## src/rtl/lfpg_pkg.sv

```systemverilog
// ----------------------------------------------------------------------------
// LED flash pattern generator package
// Shared widths, register indexes, mode codes and the configuration bundle.
// ----------------------------------------------------------------------------
`default_nettype none

package lfpg_pkg;

	// Width of the stored time registers and the interval; the elapsed
	// counter carries one bit more.
	localparam int TIME_WIDTH    = 16;
	localparam int ELAPSED_WIDTH = TIME_WIDTH + 1;
	localparam int MODE_WIDTH    = 4;
	localparam int STEP_WIDTH    = 3;
	localparam int ADDR_WIDTH    = 4;
	localparam int DATA_WIDTH    = 32;
	localparam int FIELD_WIDTH   = 16;

	// Register indexes (byte address divided by four).
	localparam logic [1:0] REG_MODE        = 2'd0;
	localparam logic [1:0] REG_ON_TIME     = 2'd1;
	localparam logic [1:0] REG_REPEAT_TIME = 2'd2;

	// Mode codes.
	localparam logic [MODE_WIDTH-1:0] MODE_OFF        = 4'd0;
	localparam logic [MODE_WIDTH-1:0] MODE_ON         = 4'd1;
	localparam logic [MODE_WIDTH-1:0] MODE_BLINK      = 4'd2;
	localparam logic [MODE_WIDTH-1:0] MODE_FLASH1     = 4'd3;
	localparam logic [MODE_WIDTH-1:0] MODE_FLASH2     = 4'd4;
	localparam logic [MODE_WIDTH-1:0] MODE_FLASH3     = 4'd5;
	localparam logic [MODE_WIDTH-1:0] MODE_INV_FLASH1 = 4'd6;
	localparam logic [MODE_WIDTH-1:0] MODE_INV_FLASH2 = 4'd7;
	localparam logic [MODE_WIDTH-1:0] MODE_INV_FLASH3 = 4'd8;

	// Toggle counts of the one, two and three flash bursts.
	localparam logic [STEP_WIDTH-1:0] PULSES_ONE   = 3'd1;
	localparam logic [STEP_WIDTH-1:0] PULSES_TWO   = 3'd3;
	localparam logic [STEP_WIDTH-1:0] PULSES_THREE = 3'd5;

	localparam logic [TIME_WIDTH-1:0] ON_TIME_RESET     = TIME_WIDTH'(100);
	localparam logic [TIME_WIDTH-1:0] REPEAT_TIME_RESET = TIME_WIDTH'(1000);

	typedef struct packed {
		logic [MODE_WIDTH-1:0] mode;
		logic [TIME_WIDTH-1:0] on_time;
		logic [TIME_WIDTH-1:0] repeat_time;
		logic                  restart;
	} cfg_t;

endpackage

`default_nettype wire

```

## src/rtl/lfpg_regs.sv

```systemverilog
// ----------------------------------------------------------------------------
// LED flash pattern generator registers
// APB-style register file for mode, on time and repeat time.
// ----------------------------------------------------------------------------
`default_nettype none

module lfpg_regs (
	input  wire logic                           clk,
	input  wire logic                           arst_n,
	input  wire logic                           psel,
	input  wire logic                           penable,
	input  wire logic                           pwrite,
	input  wire logic [lfpg_pkg::ADDR_WIDTH-1:0] paddr,
	input  wire logic [lfpg_pkg::DATA_WIDTH-1:0] pwdata,
	output logic      [lfpg_pkg::DATA_WIDTH-1:0] prdata,
	output logic                                pready,
	output lfpg_pkg::cfg_t                      cfg
);
	import lfpg_pkg::*;

	logic [MODE_WIDTH-1:0] mode_q;
	logic [TIME_WIDTH-1:0] on_time_q;
	logic [TIME_WIDTH-1:0] repeat_time_q;
	logic                  restart_q;
	logic                  wr_en;
	logic [1:0]            reg_idx;

	assign pready  = 1'b1;
	assign reg_idx = paddr[ADDR_WIDTH-1:2];
	assign wr_en   = psel & penable & pwrite;

	always_ff @(posedge clk or negedge arst_n) begin
		if (!arst_n) begin
			mode_q        <= MODE_OFF;
			on_time_q     <= ON_TIME_RESET;
			repeat_time_q <= REPEAT_TIME_RESET;
			restart_q     <= 1'b0;
		end else begin
			restart_q <= 1'b0;
			if (wr_en) begin
				unique case (reg_idx)
					REG_MODE: begin
						mode_q    <= pwdata[MODE_WIDTH-1:0];
						restart_q <= 1'b1;
					end
					REG_ON_TIME: begin
						on_time_q <= TIME_WIDTH'(pwdata[FIELD_WIDTH-1:0]);
						restart_q <= 1'b1;
					end
					REG_REPEAT_TIME: begin
						repeat_time_q <= TIME_WIDTH'(pwdata[FIELD_WIDTH-1:0]);
						restart_q     <= 1'b1;
					end
					default: begin
					end
				endcase
			end
		end
	end

	always_comb begin
		unique case (reg_idx)
			REG_MODE:        prdata = DATA_WIDTH'(mode_q);
			REG_ON_TIME:     prdata = DATA_WIDTH'(on_time_q);
			REG_REPEAT_TIME: prdata = DATA_WIDTH'(repeat_time_q);
			default:         prdata = '0;
		endcase
	end

	assign cfg = '{mode: mode_q, on_time: on_time_q, repeat_time: repeat_time_q,
		restart: restart_q};

endmodule

`default_nettype wire

```

## src/rtl/lfpg_core.sv

```systemverilog
// ----------------------------------------------------------------------------
// LED flash pattern generator core
// Input register, pattern state update and result register.
// ----------------------------------------------------------------------------
`default_nettype none

module lfpg_core (
	input  wire logic                           clk,
	input  wire logic                           arst_n,
	input  wire lfpg_pkg::cfg_t                 cfg,
	input  wire logic                           item_valid,
	output logic                                item_stall,
	input  wire logic                           tick,
	output logic                                result_valid,
	input  wire logic                           result_stall,
	output logic                                led_level,
	output logic                                level_updated,
	output logic      [lfpg_pkg::STEP_WIDTH-1:0] pulse_step
);
	import lfpg_pkg::*;

	logic                     valid_s1;
	logic                     tick_s1;
	logic                     advance;

	logic [ELAPSED_WIDTH-1:0] elapsed_q;
	logic [TIME_WIDTH-1:0]    interval_q;
	logic [STEP_WIDTH-1:0]    toggles_q;
	logic                     led_q;
	logic                     started_q;

	logic [ELAPSED_WIDTH-1:0] elapsed_d;
	logic [TIME_WIDTH-1:0]    interval_d;
	logic [STEP_WIDTH-1:0]    toggles_d;
	logic                     led_d;
	logic                     fired_d;

	logic [ELAPSED_WIDTH-1:0] elapsed_inc;
	logic [STEP_WIDTH-1:0]    pulses;
	logic                     rest_level;
	logic                     is_flash;
	logic [TIME_WIDTH+2:0]    busy;
	logic [TIME_WIDTH-1:0]    rest_gap;

	// Stage one moves on whenever the result register is free or being taken.
	assign advance    = ~result_valid | ~result_stall;
	assign item_stall = valid_s1 & ~advance;

	always_ff @(posedge clk or negedge arst_n) begin
		if (!arst_n) begin
			valid_s1 <= 1'b0;
		end else if (!item_stall) begin
			valid_s1 <= item_valid;
		end
	end

	always_ff @(posedge clk) begin
		if (!item_stall) begin
			tick_s1 <= tick;
		end
	end

	always_comb begin
		is_flash   = 1'b1;
		pulses     = PULSES_ONE;
		rest_level = 1'b0;
		unique case (cfg.mode)
			MODE_FLASH1:     pulses = PULSES_ONE;
			MODE_FLASH2:     pulses = PULSES_TWO;
			MODE_FLASH3:     pulses = PULSES_THREE;
			MODE_INV_FLASH1: begin
				pulses     = PULSES_ONE;
				rest_level = 1'b1;
			end
			MODE_INV_FLASH2: begin
				pulses     = PULSES_TWO;
				rest_level = 1'b1;
			end
			MODE_INV_FLASH3: begin
				pulses     = PULSES_THREE;
				rest_level = 1'b1;
			end
			default: is_flash = 1'b0;
		endcase
	end

	// Toggle counts are 1, 3 or 5, so the busy time is a shift and an add.
	always_comb begin
		unique case (pulses)
			PULSES_TWO:   busy = ({3'b0, cfg.on_time} << 1) + {3'b0, cfg.on_time};
			PULSES_THREE: busy = ({3'b0, cfg.on_time} << 2) + {3'b0, cfg.on_time};
			default:      busy = {3'b0, cfg.on_time};
		endcase
		if ({3'b0, cfg.repeat_time} > busy) begin
			rest_gap = cfg.repeat_time - busy[TIME_WIDTH-1:0];
		end else begin
			rest_gap = '0;
		end
	end

	always_comb begin
		elapsed_d  = elapsed_q;
		interval_d = interval_q;
		toggles_d  = toggles_q;
		led_d      = led_q;
		fired_d    = 1'b0;
		if (tick_s1 && !(&elapsed_q)) begin
			elapsed_inc = elapsed_q + 1'b1;
		end else begin
			elapsed_inc = elapsed_q;
		end
		if (!started_q) begin
			// The first item after a restart only starts the sequence.
			elapsed_d  = '0;
			interval_d = '0;
			led_d      = 1'b0;
		end else if (elapsed_inc > {1'b0, interval_q}) begin
			elapsed_d = '0;
			fired_d   = 1'b1;
			if (is_flash) begin
				if (toggles_q == '0) begin
					interval_d = rest_gap;
					toggles_d  = pulses;
					led_d      = rest_level;
				end else begin
					interval_d = cfg.on_time;
					led_d      = ~led_q;
					toggles_d  = toggles_q - 1'b1;
				end
			end else begin
				unique case (cfg.mode)
					MODE_OFF: begin
						led_d      = 1'b0;
						interval_d = cfg.repeat_time;
					end
					MODE_ON: begin
						led_d      = 1'b1;
						interval_d = cfg.repeat_time;
					end
					MODE_BLINK: begin
						led_d      = ~led_q;
						interval_d = cfg.repeat_time >> 1;
					end
					default: begin
					end
				endcase
			end
		end else begin
			elapsed_d = elapsed_inc;
		end
	end

	always_ff @(posedge clk or negedge arst_n) begin
		if (!arst_n) begin
			elapsed_q    <= '0;
			interval_q   <= '0;
			toggles_q    <= '0;
			led_q        <= 1'b0;
			started_q    <= 1'b0;
			result_valid <= 1'b0;
		end else begin
			if (advance) begin
				result_valid <= valid_s1;
			end
			if (cfg.restart) begin
				started_q <= 1'b0;
				toggles_q <= '0;
				led_q     <= 1'b0;
			end else if (valid_s1 && advance) begin
				started_q  <= 1'b1;
				elapsed_q  <= elapsed_d;
				interval_q <= interval_d;
				toggles_q  <= toggles_d;
				led_q      <= led_d;
			end
		end
	end

	always_ff @(posedge clk) begin
		if (valid_s1 && advance) begin
			led_level     <= led_d;
			level_updated <= fired_d;
			pulse_step    <= toggles_d;
		end
	end

endmodule

`default_nettype wire

```

## src/rtl/led_flash_pattern_generator.sv

```systemverilog
// ----------------------------------------------------------------------------
// LED flash pattern generator
// Tick-driven LED pattern sequencer with an APB-style configuration port.
// ----------------------------------------------------------------------------
// Each item carries one tick flag and produces exactly one result item with
// the LED level, a flag that the pattern stepped, and the toggles left in the
// current flash burst. An item lands in the input register at the edge that
// accepts it, and its result moves on into the result register once that
// register is free or being taken. A new item is accepted every cycle unless
// a stalled result holds the result register; the elapsed counter compare
// and the state update sit between the two registers. Registers sit at
// byte addresses 0 (mode), 4 (on time) and 8 (repeat time). A write to one
// of these registers restarts the sequence, so the first item after it only starts
// the pattern and reports level_updated low. Write the registers only while
// no item is in flight.
// ----------------------------------------------------------------------------
`default_nettype none

module led_flash_pattern_generator (
	input  wire logic                           clk,
	input  wire logic                           arst_n,
	// Configuration port.
	input  wire logic                           psel,
	input  wire logic                           penable,
	input  wire logic                           pwrite,
	input  wire logic [lfpg_pkg::ADDR_WIDTH-1:0] paddr,
	input  wire logic [lfpg_pkg::DATA_WIDTH-1:0] pwdata,
	output logic      [lfpg_pkg::DATA_WIDTH-1:0] prdata,
	output logic                                pready,
	// Input items.
	input  wire logic                           item_valid,
	output logic                                item_stall,
	input  wire logic                           tick,
	// Result items.
	output logic                                result_valid,
	input  wire logic                           result_stall,
	output logic                                led_level,
	output logic                                level_updated,
	output logic      [lfpg_pkg::STEP_WIDTH-1:0] pulse_step
);
	import lfpg_pkg::*;

	// Register values and the one-cycle restart pulse of a write.
	cfg_t cfg;

	lfpg_regs u_regs (
		.clk     (clk),
		.arst_n  (arst_n),
		.psel    (psel),
		.penable (penable),
		.pwrite  (pwrite),
		.paddr   (paddr),
		.pwdata  (pwdata),
		.prdata  (prdata),
		.pready  (pready),
		.cfg     (cfg)
	);

	// The core holds the pattern state and both pipeline registers.
	lfpg_core u_core (
		.clk           (clk),
		.arst_n        (arst_n),
		.cfg           (cfg),
		.item_valid    (item_valid),
		.item_stall    (item_stall),
		.tick          (tick),
		.result_valid  (result_valid),
		.result_stall  (result_stall),
		.led_level     (led_level),
		.level_updated (level_updated),
		.pulse_step    (pulse_step)
	);

endmodule

`default_nettype wire

```

## config.mk

```make
export PLATFORM = sky130hd
export DESIGN_NAME = led_flash_pattern_generator
export DESIGN_NICKNAME = d
export VERILOG_FILES = /design/src/rtl/lfpg_pkg.sv /design/src/rtl/lfpg_regs.sv /design/src/rtl/lfpg_core.sv /design/src/rtl/led_flash_pattern_generator.sv
export SDC_FILE = /design/constraint.sdc
export NUM_CORES = 1
export LEC_CHECK = 0
export BUFFER_PORTS_ARGS = -buffer_cell sky130_fd_sc_hd__buf_2
export CAP_MARGIN = 5
export CORE_ASPECT_RATIO = 0.9
export CORE_MARGIN = 4
export CORE_UTILIZATION = 40
export DETAILED_ROUTE_END_ITERATION = 7
export HOLD_SLACK_MARGIN = 0.12
export PLACE_DENSITY = 0.6
export SETUP_SLACK_MARGIN = 0.2
export SLEW_MARGIN = 20
export SYNTH_ARGS = -nofsm -noshare
export SYNTH_HDL_FRONTEND = slang
export SYNTH_SLANG_ARGS = --single-unit
```

## constraint.sdc

```tcl
create_clock -name clk -period 5.6 [get_ports clk]
set_clock_uncertainty 0.1 [all_clocks]
set_input_delay 1.12 -clock clk [delete_from_list [all_inputs] [get_ports clk]]
set_output_delay 1.12 -clock clk [all_outputs]
set_load 0.05 [all_outputs]
```

==> summary.txt <==
Critical path
  • Max Fanout on Critical Path: 16
  • CP endpoint kind: flip-flop
  • Critical path required time: 5.74 ns
  • Most frequent CP cell: ha_1
  • CP Class: reg -> reg
  • Worst path max stage delay: between 0.4 and 0.5 ns
  • CP startpoint kind: flip-flop
  • Register-to-Register Path Depth: 19
  • Crit-path cells: ha_1 -> and3_1 -> nand3_1 -> nor4_1 -> ha_1 -> and2b_2 -> nand4_4 -> nor3_4 -> nand3_2 -> or3_1 -> xnor2_1 -> ha_1 -> a21o_1 -> a21oi_1 -> o211ai_1 -> o31ai_4 -> a21oi_1 -> and2_2 -> a32o_1
  • CP Data Arrival Time: about 5.1 ns
  • Slowest CP cell: dfrtp_1

Synthesis
  • Top-count cell post-synth: nand2_1
  • Synth cell types: 78
  • Synthesized instance count: 860
  • EDFF count, synth: 6
  • Post-Synth Simple-Gate Area: 0.160
  • Top cell type by total area after synthesis: dfrtp_1
  • Synth Area in Adders: 0.121
  • Post-synth top cells: 97 x nand2_1, 68 x dfrtp_1, 68 x ha_1
  • Area fraction of the dominant cell type after synthesis: 0.226
  • Synth async-reset ratio: 0.928
  • Ys Warns: 0
  • Synth area leaders: dfrtp_1 23%, ha_1 11%, nand2_1 4.8%
  • Sequential area share after synthesis: 0.281
  • Post-Synth XOR/XNOR Area: 0.0581
  • Avg Inst Size Synth: 8.76 µm²
  • Predominant post-synthesis flop cell: dfrtp_1
  • Synthesized area: 7540 µm²
  • Largest family of logic cells by synthesized area: compound AO/OA/AOI/OAI gates
  • Multiplexer area fraction after synthesis: 0.0558
  • Compound-Gate Fraction of Synth Area: 0.261
  • FF+latch count, synth: 83

STA
  • Fmax: 0.201 GHz
  • Worst slew pin tran: slightly above 1 ns
  • Max Slew Vio Count: 0
  • RSZ-0062 raised after global routing: no
  • Final setup viols: 0
  • Max_slew headroom: 0.316
  • Setup ws final: 0.630 ns
  • Fin. Hold Viols: 0
  • Fin crit share: 0.888
  • Fin crit period: just under 5 ns
  • Final setup TNS: 0 ns

Finish
  • Layout cells sized above 1: 0.178
  • Area Growth Syn to Fin: 10.1%
  • NumNets Final: 1008
  • N_diodes: 0

Floorplan
  • Die footprint: 21100 µm²
  • Die W: 153 µm
  • Die height: 138 µm
  • Initial core utilization: 0.408
  • Count of boundary I/O pins: 84
  • Core box area: 18500 µm²
  • Placement Rows: 47

Drt
  • First-pass DRT Iterations: 7
  • DRC Markers: 0
  • DRT antenna net count: 0
  • Vias/cell: 5.67
  • WL/cell: 16.8 µm
  • DR vias: 6479
  • Initial DRC Count: about 440
  • Detailed Route WL: 19200 µm

Global route
  • Vias in the first global route: 6092
  • Initial antenna violation count: 0
  • Gr usage total: 0.182
  • First-pass GRT wire length: 32000 µm
  • Largest net degree at the start of global routing: 54
  • Total grt overflow: 0

Pwr
  • Maximum VDD drop: 0.267 mV
  • Pwr/cell area: 545 nW/µm²
  • Leak: 3.80 nW

Clock network
  • Setup repair bufs after CTS: 0
  • CTS tree: built
  • Worst-path clk slew: ~0.070 ns
  • Clock Tree Buf Depth: 2
  • CTS sink cnt: 83
  • CTS buffer count: 9
  • Clock Root Buffer: clkbuf_16
  • CTS H-tree lvls: 3
  • Worst skew pair latency: 0.36 ns

Min path
  • Hold path depth: 1
  • Hold crit path type: reg -> reg

Place
  • Port Buffers: 48
  • HPWL Detailed: approximately 14000 µm
  • GP Congestion: approximately 0.88
  • Post-Place Worst Slack: 0.577 ns

Job
  • Max-cap violation count: 0

Run status
  • Outcome: finished clean
## critical path: cells and delay by family, from the launching register on
kind,cells,cell delay [ns]
XOR/XNOR,1,0.15
flip-flops,1,0.48
adder cells (fa/ha/maj),3,0.61
AO/OA/AOI/OAI,6,1.36
AND/OR/NAND/NOR,9,2.15
## per-layer routing
layer | routed length (µm) | vias to the layer above | GRT usage
li1 | - | 3213 | -
met1 | 9740 | 3076 | 0.277
met2 | 8130 | 173 | 0.268
met3 | 1070 | 17 | 0.0366
met4 | 227 | 0 | 0.0375
met5 | 0 | - | 0
## cells in the final DEF (no fill, tap or decap), types with 12 or more instances in the layout
cell | Yosys | routed
nand2_1 | 97 | 97
ha_1 | 68 | 68
dfrtp_1 | 68 | 68
a21oi_1 | 64 | 64
o21ai_0 | 49 | 49
buf_2 | 5 | 47
inv_1 | 41 | 41
nor2_1 | 34 | 34
xnor2_1 | 33 | 33
mux2_2 | 32 | 32
a21o_1 | 31 | 31
nand3_1 | 29 | 29
xor2_1 | 17 | 17
conb_1 | 2 | 17
buf_4 | 19 | 17
a22o_1 | 14 | 14
nand2b_1 | 13 | 13
or3_1 | 12 | 12
nor3_1 | 13 | 12
## report_power, final
part           internal, mW  switching, mW
registers             0.807          0.250
clock network         0.399          0.283
logic                  1.17           1.61
## flip-flops by register name, summed over array words and instances, names as in the netlist, 3 cells and up
signal,count
u_regs.mode_q,4
u_regs.repeat_time_q,16
u_core.elapsed_q,17
u_core.toggles_q,3
u_regs.on_time_q,16
u_core.interval_q,16
u_core.pulse_step,3
## final cells by class
cell class | instances | area (µm²)
Clock buffer | 9 | 225
Clock inverter | 7 | 105
Fill cell | 1851 | 10200
Inverter | 41 | 154
Multi-Input combinational cell | 694 | 5020
Sequential cell | 83 | 2120
Tap cell | 245 | 307
Timing Repair Buffer | 64 | 363
## kinds of logic after synthesis
family / Yosys count
other: 2
adder cells (fa/ha/maj): 71
AO/OA/AOI/OAI: 273
AND/OR/NAND/NOR: 245
buffers and inverters: 98
multiplexers: 38
XOR/XNOR: 50
flip-flops: 83
## per-stage QoR
stage	util	area [µm²]	hold WS (ns)	power, mW	std cells
floorplan	-	7590	0.357	3.22	875
global placement	0.431	7960	0.373	3.80	1127
detailed placement	0.431	7960	0.379	3.83	1127
CTS	0.449	8290	0.394	4.54	1143
global route	0.449	8300	0.412	4.93	1143
finish	0.449	8300	0.388	4.52	1143
## repair_timing
| item | CTS | global route |
|---|---|---|
| setup endpoints to repair | 0 | 16 |
| hold buffers | 0 | 0 |
| gates resized for setup | 0 | 1 |
## worst paths after layout
check	startpoint	end	slack (ns)
worst max-delay path	u_core.elapsed_q[0]	u_core.interval_q[15]	0.63
worst min-delay path	u_core.valid_s1	u_core.result_valid	0.39
worst max register to register	u_core.elapsed_q[0]	u_core.interval_q[15]	0.63
worst min register to register	u_core.valid_s1	u_core.result_valid	0.39
max in group asynchronous	arst_n	u_regs.repeat_time_q[12]	3.80
min in group asynchronous	arst_n	u_regs.repeat_time_q[2]	0.56
(Power assumes the default switching activity.)
